===== src/rtl/core/rlpsd_pkg.sv =====
// ---------------------------------------------------------------------------
// RLP stream decoder package
// Shared types, sizes and codes for the RLP stream decoder core.
// ---------------------------------------------------------------------------
package rlpsd_pkg;

   // Sizing
   localparam int MAX_DEPTH = 16;
   localparam int LEN_BYTES = 4;
   localparam int OFS_W     = 32;
   localparam int LVL_W     = $clog2(MAX_DEPTH + 1);
   localparam int IDX_W     = (MAX_DEPTH > 1) ? $clog2(MAX_DEPTH) : 1;
   localparam int XW        = ((OFS_W > 32) ? OFS_W : 32) + 2;
   localparam int QDEPTH    = 2;

   // Byte roles
   localparam logic [1:0] ROLE_PREFIX  = 2'd0;
   localparam logic [1:0] ROLE_LENGTH  = 2'd1;
   localparam logic [1:0] ROLE_PAYLOAD = 2'd2;
   localparam logic [1:0] ROLE_IGNORED = 2'd3;

   // Header kinds
   localparam logic [1:0] KIND_NONE   = 2'd0;
   localparam logic [1:0] KIND_STRING = 2'd1;
   localparam logic [1:0] KIND_LIST   = 2'd2;

   // Error codes
   localparam logic [2:0] ERR_NONE      = 3'd0;
   localparam logic [2:0] ERR_TOO_DEEP  = 3'd1;
   localparam logic [2:0] ERR_TOO_LARGE = 3'd2;
   localparam logic [2:0] ERR_OVERRUN   = 3'd3;
   localparam logic [2:0] ERR_TRUNCATED = 3'd4;

   // Prefix classes
   typedef enum logic [1:0] {
      CLS_SINGLE     = 2'd0,
      CLS_SHORT_STR  = 2'd1,
      CLS_LONG       = 2'd2,
      CLS_SHORT_LIST = 2'd3
   } cls_type;

   // Parse phases
   typedef enum logic [2:0] {
      PH_PREFIX  = 3'b001,
      PH_LENGTH  = 3'b010,
      PH_PAYLOAD = 3'b100
   } phase_type;

   typedef struct packed {
      logic [7:0] data_byte;
      logic       frame_start;
      logic       frame_end;
   } req_type;

   typedef struct packed {
      logic [7:0]  byte_out;
      logic [1:0]  byte_role;
      logic [4:0]  nest_level;
      logic [1:0]  header_kind;
      logic [31:0] item_length;
      logic        string_end;
      logic [4:0]  lists_closed;
      logic [2:0]  error_code;
      logic        frame_last;
   } rsp_type;

   // Classified byte as queued between front and back
   typedef struct packed {
      logic [7:0] data_byte;
      logic       frame_start;
      logic       frame_end;
      cls_type    cls;
      logic [6:0] short_len;
      logic [3:0] n_len;
      logic       long_list;
      logic       long_too_many;
   } item_type;

endpackage


===== src/rtl/core/rlpsd_front.sv =====
// ---------------------------------------------------------------------------
// RLP decoder front end
// Accepts request transactions and classifies the prefix class of each byte.
// ---------------------------------------------------------------------------
module rlpsd_front (
   input  logic                 reset,
   input  logic                 req_valid,
   output logic                 req_ready,
   input  rlpsd_pkg::req_type   req_data,
   output logic                 push,
   output rlpsd_pkg::item_type  push_item,
   input  logic                 q_full
);

   logic [7:0] b;
   logic [3:0] n_len;

   assign b         = req_data.data_byte;
   assign req_ready = !q_full && !reset;
   assign push      = req_valid && req_ready;

   // Count of length bytes for the long forms
   assign n_len = (b <= 8'hbf) ? 4'(b - 8'hb7) : 4'(b - 8'hf7);

   // Classify prefix
   always_comb begin
      push_item.data_byte     = b;
      push_item.frame_start   = req_data.frame_start;
      push_item.frame_end     = req_data.frame_end;
      push_item.n_len         = n_len;
      push_item.long_list     = (b >= 8'hf8);
      push_item.long_too_many = (32'(n_len) > 32'(rlpsd_pkg::LEN_BYTES));
      if (b < 8'h80) begin
         push_item.cls       = rlpsd_pkg::CLS_SINGLE;
         push_item.short_len = 7'd0;
      end else if (b <= 8'hb7) begin
         push_item.cls       = rlpsd_pkg::CLS_SHORT_STR;
         push_item.short_len = 7'(b - 8'h80);
      end else if (b <= 8'hbf || b >= 8'hf8) begin
         push_item.cls       = rlpsd_pkg::CLS_LONG;
         push_item.short_len = 7'd0;
      end else begin
         push_item.cls       = rlpsd_pkg::CLS_SHORT_LIST;
         push_item.short_len = 7'(b - 8'hc0);
      end
   end

endmodule


===== src/rtl/core/rlpsd_queue.sv =====
// ---------------------------------------------------------------------------
// RLP decoder item queue
// Two-entry queue that decouples the front end from the back end.
// ---------------------------------------------------------------------------
module rlpsd_queue (
   input  logic                 clock,
   input  logic                 reset,
   input  logic                 push,
   input  rlpsd_pkg::item_type  push_item,
   output logic                 full,
   input  logic                 pop,
   output logic                 head_valid,
   output rlpsd_pkg::item_type  head_item
);

   localparam int CW = $clog2(rlpsd_pkg::QDEPTH + 1);
   localparam int PW = (rlpsd_pkg::QDEPTH > 1) ? $clog2(rlpsd_pkg::QDEPTH) : 1;

   rlpsd_pkg::item_type mem_ff [rlpsd_pkg::QDEPTH];
   logic [PW-1:0] wr_ff, wr_in, rd_ff, rd_in;
   logic [CW-1:0] cnt_ff, cnt_in;

   assign full       = (cnt_ff == CW'(rlpsd_pkg::QDEPTH));
   assign head_valid = (cnt_ff != '0);
   assign head_item  = mem_ff[rd_ff];

   // Advance pointers and count
   always_comb begin
      wr_in  = wr_ff;
      rd_in  = rd_ff;
      cnt_in = cnt_ff;
      if (push) begin
         wr_in = (32'(wr_ff) == rlpsd_pkg::QDEPTH - 1) ? '0 : PW'(wr_ff + 1'b1);
      end
      if (pop) begin
         rd_in = (32'(rd_ff) == rlpsd_pkg::QDEPTH - 1) ? '0 : PW'(rd_ff + 1'b1);
      end
      if (push && !pop) begin
         cnt_in = CW'(cnt_ff + 1'b1);
      end else if (pop && !push) begin
         cnt_in = CW'(cnt_ff - 1'b1);
      end
   end

   always_ff @(posedge clock) begin
      if (reset) begin
         wr_ff  <= '0;
         rd_ff  <= '0;
         cnt_ff <= '0;
      end else begin
         wr_ff  <= wr_in;
         rd_ff  <= rd_in;
         cnt_ff <= cnt_in;
      end
   end

   // Store entry
   always_ff @(posedge clock) begin
      if (push) begin
         mem_ff[wr_ff] <= push_item;
      end
   end

endmodule


===== src/rtl/core/rlpsd_back.sv =====
// ---------------------------------------------------------------------------
// RLP decoder back end
// Runs the parse state, the list end stack and the response register.
// ---------------------------------------------------------------------------
module rlpsd_back (
   input  logic                 clock,
   input  logic                 reset,
   input  logic                 head_valid,
   input  rlpsd_pkg::item_type  head_item,
   output logic                 pop,
   output logic                 rsp_valid,
   input  logic                 rsp_ready,
   output rlpsd_pkg::rsp_type   rsp_data
);

   localparam int OW  = rlpsd_pkg::OFS_W;
   localparam int LW  = rlpsd_pkg::LVL_W;
   localparam int IW  = rlpsd_pkg::IDX_W;
   localparam int XW  = rlpsd_pkg::XW;
   localparam int MD  = rlpsd_pkg::MAX_DEPTH;

   // Parse state
   logic [OW-1:0]        ofs_ff, ofs_in;
   logic [OW-1:0]        stk_ff [MD];
   logic [LW-1:0]        lvl_ff, lvl_in;
   rlpsd_pkg::phase_type ph_ff, ph_in;
   logic [3:0]           left_ff, left_in;
   logic [31:0]          acc_ff, acc_in;
   logic                 plist_ff, plist_in;
   logic [OW-1:0]        send_ff, send_in;
   logic [2:0]           err_ff, err_in;
   logic                 rv_ff, rv_in;
   rlpsd_pkg::rsp_type   rsp_ff, rsp_in;

   // Working values
   logic [OW-1:0]        e_ofs, p, nxt, str_end, top, open_end;
   logic [LW-1:0]        e_lvl, pops;
   rlpsd_pkg::phase_type e_ph;
   logic [3:0]           e_left, left_dec;
   logic [31:0]          e_acc, open_len;
   logic                 e_plist, do_open, open_list, push_stk;
   logic [2:0]           e_err, err;
   logic [XW-1:0]        end_full;
   logic [MD-1:0]        hit;
   logic [7:0]           b;
   logic [1:0]           role, kind;
   logic [31:0]          len;
   logic                 snd;
   logic [LW:0]          closed;

   assign pop       = head_valid && (!rv_ff || rsp_ready);
   assign rsp_valid = rv_ff;
   assign rsp_data  = rsp_ff;
   assign b         = head_item.data_byte;

   // Frame start clears the state in front of its byte
   always_comb begin
      if (head_item.frame_start) begin
         e_ofs   = '0;
         e_lvl   = '0;
         e_ph    = rlpsd_pkg::PH_PREFIX;
         e_left  = '0;
         e_acc   = '0;
         e_plist = 1'b0;
         str_end = '0;
         e_err   = rlpsd_pkg::ERR_NONE;
      end else begin
         e_ofs   = ofs_ff;
         e_lvl   = lvl_ff;
         e_ph    = ph_ff;
         e_left  = left_ff;
         e_acc   = acc_ff;
         e_plist = plist_ff;
         str_end = send_ff;
         e_err   = err_ff;
      end
   end

   assign p        = e_ofs;
   assign nxt      = OW'(e_ofs + 1'b1);
   assign top      = stk_ff[IW'(LW'(e_lvl - 1'b1))];
   assign left_dec = 4'(e_left - 1'b1);

   // Compare every open list end with the next offset
   always_comb begin
      for (int i = 0; i < MD; i++) begin
         hit[i] = (32'(i) < 32'(e_lvl)) && (stk_ff[i] == nxt);
      end
   end
   assign pops = LW'($countones(hit));

   // Decode the byte against the parse phase
   always_comb begin
      ph_in     = e_ph;
      left_in   = e_left;
      acc_in    = e_acc;
      plist_in  = e_plist;
      send_in   = str_end;
      role      = rlpsd_pkg::ROLE_PREFIX;
      kind      = rlpsd_pkg::KIND_NONE;
      len       = '0;
      snd       = 1'b0;
      closed    = '0;
      err       = rlpsd_pkg::ERR_NONE;
      do_open   = 1'b0;
      open_len  = '0;
      open_list = 1'b0;
      push_stk  = 1'b0;
      end_full  = '0;
      open_end  = '0;
      unique case (e_ph)
         rlpsd_pkg::PH_PREFIX: begin
            role = rlpsd_pkg::ROLE_PREFIX;
            case (head_item.cls)
               rlpsd_pkg::CLS_SINGLE: begin
                  kind = rlpsd_pkg::KIND_STRING;
                  len  = 32'd1;
                  snd  = 1'b1;
               end
               rlpsd_pkg::CLS_SHORT_STR: begin
                  kind     = rlpsd_pkg::KIND_STRING;
                  len      = 32'(head_item.short_len);
                  do_open  = 1'b1;
                  open_len = 32'(head_item.short_len);
               end
               rlpsd_pkg::CLS_SHORT_LIST: begin
                  kind      = rlpsd_pkg::KIND_LIST;
                  len       = 32'(head_item.short_len);
                  do_open   = 1'b1;
                  open_len  = 32'(head_item.short_len);
                  open_list = 1'b1;
               end
               default: begin
                  if (head_item.long_too_many) begin
                     err = rlpsd_pkg::ERR_TOO_LARGE;
                  end else begin
                     ph_in    = rlpsd_pkg::PH_LENGTH;
                     left_in  = head_item.n_len;
                     acc_in   = '0;
                     plist_in = head_item.long_list;
                  end
               end
            endcase
         end
         rlpsd_pkg::PH_LENGTH: begin
            role = rlpsd_pkg::ROLE_LENGTH;
            if (e_acc[31:24] != 8'd0) begin
               err = rlpsd_pkg::ERR_TOO_LARGE;
            end else begin
               acc_in  = {e_acc[23:0], b};
               left_in = left_dec;
               if (left_dec == 4'd0) begin
                  ph_in     = rlpsd_pkg::PH_PREFIX;
                  kind      = e_plist ? rlpsd_pkg::KIND_LIST : rlpsd_pkg::KIND_STRING;
                  len       = {e_acc[23:0], b};
                  do_open   = 1'b1;
                  open_len  = {e_acc[23:0], b};
                  open_list = e_plist;
               end
            end
         end
         rlpsd_pkg::PH_PAYLOAD: begin
            role = rlpsd_pkg::ROLE_PAYLOAD;
            if (nxt == str_end) begin
               snd   = 1'b1;
               ph_in = rlpsd_pkg::PH_PREFIX;
            end
         end
         default: begin
            role = rlpsd_pkg::ROLE_PREFIX;
         end
      endcase

      // Open an item whose payload follows this byte
      if (do_open) begin
         end_full = XW'(p) + XW'(1) + XW'(open_len);
         open_end = end_full[OW-1:0];
         if (end_full[XW-1:OW] != '0) begin
            err = rlpsd_pkg::ERR_TOO_LARGE;
         end else if (e_lvl != '0 && open_end > top) begin
            err = rlpsd_pkg::ERR_OVERRUN;
         end else if (open_len == 32'd0) begin
            if (open_list) begin
               closed = (LW + 1)'(1);
            end else begin
               snd = 1'b1;
            end
         end else if (open_list) begin
            if (32'(e_lvl) >= MD) begin
               err = rlpsd_pkg::ERR_TOO_DEEP;
            end else begin
               push_stk = 1'b1;
            end
         end else begin
            ph_in   = rlpsd_pkg::PH_PAYLOAD;
            send_in = open_end;
         end
      end

      // Close lists and check the frame end
      lvl_in = e_lvl;
      if (err == rlpsd_pkg::ERR_NONE && ph_in != rlpsd_pkg::PH_PREFIX && !push_stk &&
          e_lvl != '0 && top == nxt) begin
         err = rlpsd_pkg::ERR_OVERRUN;
      end
      if (err == rlpsd_pkg::ERR_NONE) begin
         lvl_in = push_stk ? LW'(e_lvl + 1'b1) : LW'(e_lvl - pops);
         closed = closed + (LW + 1)'(push_stk ? '0 : pops);
         if (head_item.frame_end &&
             (ph_in != rlpsd_pkg::PH_PREFIX || lvl_in != '0)) begin
            err = rlpsd_pkg::ERR_TRUNCATED;
         end
      end
      if (err != rlpsd_pkg::ERR_NONE) begin
         kind   = rlpsd_pkg::KIND_NONE;
         len    = '0;
         snd    = 1'b0;
         closed = '0;
      end
   end

   // Build the response
   always_comb begin
      ofs_in = pop ? nxt : ofs_ff;
      err_in = err_ff;
      rv_in  = rv_ff;
      rsp_in = rsp_ff;
      if (rsp_ready) begin
         rv_in = 1'b0;
      end
      if (pop) begin
         rv_in                = 1'b1;
         rsp_in.byte_out      = b;
         rsp_in.frame_last    = head_item.frame_end;
         if (e_err != rlpsd_pkg::ERR_NONE) begin
            rsp_in.byte_role    = rlpsd_pkg::ROLE_IGNORED;
            rsp_in.nest_level   = '0;
            rsp_in.header_kind  = rlpsd_pkg::KIND_NONE;
            rsp_in.item_length  = '0;
            rsp_in.string_end   = 1'b0;
            rsp_in.lists_closed = '0;
            rsp_in.error_code   = e_err;
            err_in              = e_err;
         end else begin
            rsp_in.byte_role    = role;
            rsp_in.nest_level   = 5'(e_lvl);
            rsp_in.header_kind  = kind;
            rsp_in.item_length  = len;
            rsp_in.string_end   = snd;
            rsp_in.lists_closed = 5'(closed);
            rsp_in.error_code   = err;
            err_in              = err;
         end
      end
   end

   // Control registers
   always_ff @(posedge clock) begin
      if (reset) begin
         ofs_ff   <= '0;
         lvl_ff   <= '0;
         ph_ff    <= rlpsd_pkg::PH_PREFIX;
         left_ff  <= '0;
         acc_ff   <= '0;
         plist_ff <= 1'b0;
         send_ff  <= '0;
         err_ff   <= rlpsd_pkg::ERR_NONE;
         rv_ff    <= 1'b0;
      end else begin
         ofs_ff <= ofs_in;
         err_ff <= err_in;
         rv_ff  <= rv_in;
         if (pop && e_err == rlpsd_pkg::ERR_NONE) begin
            lvl_ff   <= lvl_in;
            ph_ff    <= ph_in;
            left_ff  <= left_in;
            acc_ff   <= acc_in;
            plist_ff <= plist_in;
            send_ff  <= send_in;
         end else if (pop) begin
            lvl_ff <= e_lvl;
            ph_ff  <= e_ph;
         end
      end
   end

   // Payload registers and stack write
   always_ff @(posedge clock) begin
      rsp_ff <= rsp_in;
      if (pop && e_err == rlpsd_pkg::ERR_NONE && push_stk && err == rlpsd_pkg::ERR_NONE) begin
         stk_ff[IW'(e_lvl)] <= open_end;
      end
   end

endmodule


===== src/rtl/core/rlp_stream_decoder_core.sv =====
// ---------------------------------------------------------------------------
// RLP stream decoder core
// Parses an RLP byte stream, one byte per transaction, and tags each byte.
//
//   Channel  Direction  Handshake              Payload
//   req      in         req_valid/req_ready    req_data (data_byte, frames)
//   rsp      out        rsp_valid/rsp_ready    rsp_data (role, depth, lengths)
//
// One byte per cycle sustained while the response is not stalled; each byte
// passes through a queue entry and then the response register.
// The back end updates the parse state and list end stack together per byte,
// comparing all open list ends against the next offset in parallel.
// Reset clears the parse state; stack entries are only read below the level.
// A stalled response holds the back end; the two-entry queue absorbs one
// extra byte before req_ready drops.
// ---------------------------------------------------------------------------
module rlp_stream_decoder_core (
   input  logic               clock,
   input  logic               reset,
   input  logic               req_valid,
   output logic               req_ready,
   input  rlpsd_pkg::req_type req_data,
   output logic               rsp_valid,
   input  logic               rsp_ready,
   output rlpsd_pkg::rsp_type rsp_data
);

   logic                push, pop, q_full, head_valid;
   rlpsd_pkg::item_type push_item, head_item;

   rlpsd_front u_front (
      .reset     (reset),
      .req_valid (req_valid),
      .req_ready (req_ready),
      .req_data  (req_data),
      .push      (push),
      .push_item (push_item),
      .q_full    (q_full)
   );

   rlpsd_queue u_queue (
      .clock      (clock),
      .reset      (reset),
      .push       (push),
      .push_item  (push_item),
      .full       (q_full),
      .pop        (pop),
      .head_valid (head_valid),
      .head_item  (head_item)
   );

   rlpsd_back u_back (
      .clock      (clock),
      .reset      (reset),
      .head_valid (head_valid),
      .head_item  (head_item),
      .pop        (pop),
      .rsp_valid  (rsp_valid),
      .rsp_ready  (rsp_ready),
      .rsp_data   (rsp_data)
   );

endmodule


===== config.mk =====
export PLATFORM = sky130hd
export DESIGN_NAME = rlp_stream_decoder_core
export DESIGN_NICKNAME = d
export VERILOG_FILES = /design/src/rtl/core/rlpsd_pkg.sv /design/src/rtl/core/rlpsd_front.sv /design/src/rtl/core/rlpsd_queue.sv /design/src/rtl/core/rlpsd_back.sv /design/src/rtl/core/rlp_stream_decoder_core.sv
export SDC_FILE = /design/constraint.sdc
export NUM_CORES = 2
export LEC_CHECK = 0
export BUFFER_PORTS_ARGS = -buffer_cell sky130_fd_sc_hd__buf_2
export CAP_MARGIN = 15
export CORE_ASPECT_RATIO = 0.6
export CORE_UTILIZATION = 35
export CTS_BUF_LIST = sky130_fd_sc_hd__clkbuf_8
export DETAILED_ROUTE_END_ITERATION = 8
export PLACE_DENSITY = 0.54
export SYNTH_ARGS = -nofsm -noshare
export SYNTH_HDL_FRONTEND = slang
export SYNTH_SLANG_ARGS = --single-unit

===== constraint.sdc =====
create_clock -name clock -period 15.9 [get_ports clock]
set_clock_uncertainty 0.1 [all_clocks]
set_input_delay 3.18 -clock clock [delete_from_list [all_inputs] [get_ports clock]]
set_output_delay 3.18 -clock clock [all_outputs]
set_load 0.05 [all_outputs]

==> impl_results.md <==
- Die Height: between 200 and 300 µm
- Setup repair bufs after CTS: 0
- Cell area after layout: about 0.045 mm²
- TritonRoute pass-1 iters: 6
- Peak supply drop: approximately 0.079 mV
- Internal power summed over all cells: 0.00344 W
- Worst hold path endpoint: u_back.left_ff[3]
- Worst slew margin relative to its limit: 0.0617
- Unrepaired setup endpoints after global routing: no
- CTS sink cnt: 739
- Dominant synthesized flop cell: sky130_fd_sc_hd__edfxtp_1
- Share of post-route cells with drive strength above 1: 0.153
- Number of antenna violations at the first check in global routing: 4
- Starting Density: 0.354
- Yosys Warn Count: 0
- First DRT Iteration DRCs: approximately 4400
- Fraction of power consumed by the clock network: 0.286
- Class of the most critical hold timing path: reg -> reg
- Pre-CTS WS: 1.44 ns
- Number of resized instances in the post-cts repair step: 0
- Max H-tree Level: 3
- Post-detailed-placement cell area: 0.0430 mm²
- Vias in the first global route: 26856
- Clock latency of the later-clocked register in the worst-skew pair: slightly below 0.9 ns
- Arrival time reported for the critical path endpoint: 14.80 ns
- Required time at the endpoint of the critical path: 16.32 ns
- Clock period minus final worst setup slack: 14.38 ns
- Overall overflow remaining after global route: 0
- Routed wire length: 145000 µm
- TritonCTS buffer count: 110
- Layout overhead on the synthesized area: 11.3%
- CTS Root Cell: sky130_fd_sc_hd__clkbuf_8
- Proportion of synthesized chip area in sequential cells: 0.517
- Finish-stage setup viols: 0
- Cell type with the highest aggregate area in the netlist: sky130_fd_sc_hd__edfxtp_1
- CTS hold repair buffers: 0
- PnR worst setup slack: 1.52 ns
- Worst hold path cell count: 2
- Combinational power share: 0.295
- Endpoint of the lowest-slack register-to-register path: u_back.stk_ff[15][27]
- Overall via count from detail_route: between 20000 and 30000
- Launch point of the worst hold path: u_back.left_ff[3]
- Ratio of total power to cell area: 123 mW/mm²
- DRC violation count after routing: 0
- Number of rows created at floorplan: 96
- Leakage: 16.0 nW
- Overall Global Routing Usage: 0.242
- Worst Setup Start Kind: flip-flop
- Clock transition at the registers of the reported paths: approximately 0.07 ns
- Pin count of the biggest net entering global routing: 80
- Critical path peak fanout: 44
- Core footprint: approximately 0.11 mm²
- Upper clock frequency limit: 69.5 MHz
- Transition at the pin with the smallest max-transition slack: 1.37 ns
- Fin Setup TNS: 0 ns
- Via/cell ratio: 5.86
- Flop pwr share: 0.419
- Number of nets in the finished design: 3503
- Share of flip-flops with an asynchronous set or reset: 0
- Endpoints failing hold: 0
- Top cell type's share of synthesized area: 0.459
- Number of max-slew violations in the final report: 0
- IO buf count: 74
- Post-Synthesis Mean Instance Area: ~12 µm²
- Crit. End Element: flip-flop
- Count of flip-flops with a built-in enable after synthesis: just over 600
- Worst reg2reg setup slack: 1.52 ns
- Horizontal die dimension: 442 µm
- TritonCTS clock tree: done
- Gpl congestion: 1.00
- Count of maximum capacitance violations: 0
- Fraction of power spent switching nets: 0.381
- Final ANT Viol Nets: 0
- Most frequent cells in the layout: sky130_fd_sc_hd__edfxtp_1 (621), sky130_fd_sc_hd__xnor2_1 (369), sky130_fd_sc_hd__xor2_1 (253)
- Critical Path Max Stage Delay: 1.06 ns
- Cell count after synthesis: 3291
- Top post-synthesis cells by area: sky130_fd_sc_hd__edfxtp_1 (46%), sky130_fd_sc_hd__xnor2_1 (8.0%), sky130_fd_sc_hd__mux4_2 (6.6%), sky130_fd_sc_hd__dfxtp_1 (5.8%), sky130_fd_sc_hd__xor2_1 (5.5%)
- Avg WL per Cell: ~29 µm
- Power spent charging and discharging nets: 0.00211 W
- Number of buffers on the longest clock path: 3
- Flip-flop and latch count after synthesis: 739
- Global-route wire length before repair: 205000 µm
- Unique masters post-synth: 96
- Type of the worst setup path: reg -> reg
- Count of boundary I/O pins: 75
- Commonest non-fill, non-tap cell in the layout: sky130_fd_sc_hd__edfxtp_1
- Post-route clock period utilization: 0.904
- Final-layout fill cell count: roughly 11000
- Slowest-stage cell, CP: sky130_fd_sc_hd__xor2_1
- Post-Syn Area: 0.0406 mm²
- Area of the die: 0.117 mm²
- FF-to-FF path depth: 40
- Run status: finished clean
- DP Wirelength: ~110000 µm
[metrics by stage]
step                power [W]   util  std cells  hold slack [ns]
floorplan             0.00339      -       3292            0.357
global placement      0.00396  0.375       4790            0.380
detailed placement    0.00396  0.375       4791            0.385
CTS                   0.00553  0.394       4996            0.394
global route          0.00574  0.394       5000            0.405
finish                0.00555  0.394       5002            0.396
[registers in the layout, indices dropped and copies added, names as in the netlist, named ones only]
register	count
u_back.stk_ff	512
u_back.rsp_data	59
u_queue.mem_ff	50
u_back.acc_ff	32
u_back.ofs_ff	32
u_back.send_ff	32
u_back.lvl_ff	5
u_back.left_ff	4
u_back.err_ff	3
u_back.ph_ff	3
u_queue.cnt_ff	2
u_back.plist_ff	1
u_back.rsp_valid	1
u_queue.rd_ff	1
u_queue.wr_ff	1
[worst max-delay path by stage]
stage,start,end,slack (ns),cells after the start
5_1_grt,flip-flop,u_back.stk_ff[15][21],0.97,40
4_1_cts,flip-flop,u_back.stk_ff[15][21],1.40,39
6_report,flip-flop,u_back.stk_ff[15][27],1.52,40
3_3_place_gp,flip-flop,u_back.stk_ff[15][27],1.33,39
3_5_place_dp,flip-flop,u_back.stk_ff[15][27],1.44,39
2_1_floorplan,flip-flop,u_back.stk_ff[10][0],2.61,52
[routing by layer]
metal / routed length, µm / vias up / track usage / part of all wire
met5: 0 / - / 0 / 0
met3: 20700 / 125 / 0.0984 / 0.14
met2: 51700 / 1697 / 0.286 / 0.36
met1: 70500 / 14950 / 0.395 / 0.49
met4: 1680 / 0 / 0.0344 / 0.012
li1: - / 12562 / - / -
[area by class of cell]
class / count / area [µm²] / share of cell area
Sequential cell: 739 / 21000 / 0.465
Tap cell: 1519 / 1900 / 0.0421
Clock inverter: 93 / 577 / 0.0128
Clock buffer: 112 / 1540 / 0.0341
Inverter: 82 / 315 / 0.00698
Multi-Input combinational cell: 2280 / 18700 / 0.414
Antenna cell: 5 / 12.5 / 0.000277
Timing Repair Buffer: 172 / 1110 / 0.0245
[critical path, delay by kind of cell (launching register included)]
kind | cells | cell delay [ns]
xor gates and xnor gates | 5 | 2.39
adders and majority gates | 9 | 3.53
AOI/OAI and AO/OA | 1 | 0.09
muxes | 1 | 0.30
buffers and inverters | 9 | 2.77
DFF | 1 | 0.32
and+or+nand+nor | 15 | 4.51
[Yosys cell counts, drive strengths merged (79+ instances only)]
| master | number |
|---|---|
| nand2 | 125 |
| xnor2 | 374 |
| clkbuf | 115 |
| and2 | 84 |
| nor3 | 79 |
| a21oi | 94 |
| nor2 | 193 |
| mux4 | 119 |
| nand4 | 88 |
| nor4 | 98 |
| xor2 | 257 |
| edfxtp | 621 |
| ha | 91 |
| inv | 80 |
| dfxtp | 118 |
[power by group through the flow]
stage               sequential [W]  clock (W)  combinational, W
floorplan                  0.00254          0          0.000850
detailed placement         0.00236          0           0.00159
finish                     0.00232    0.00159           0.00164
CTS                        0.00232    0.00161           0.00160
global placement           0.00236          0           0.00160
global route               0.00233    0.00169           0.00172
[cell families (layout without fill, tap and decap cells)]
kind of cell,Yosys count,in the layout,synth area share
AO/OA/AOI/OAI,448,448,0.0775
XOR/XNOR,634,634,0.139
adder cells (fa/ha/maj),104,104,0.0345
buffers and inverters,273,459,0.0279
flip-flops,739,739,0.517
multiplexers,179,179,0.0816
other,1,7,0.0000924
AND/OR/NAND/NOR,913,913,0.122
No activity file was read; power rests on OpenSTA's default activity.
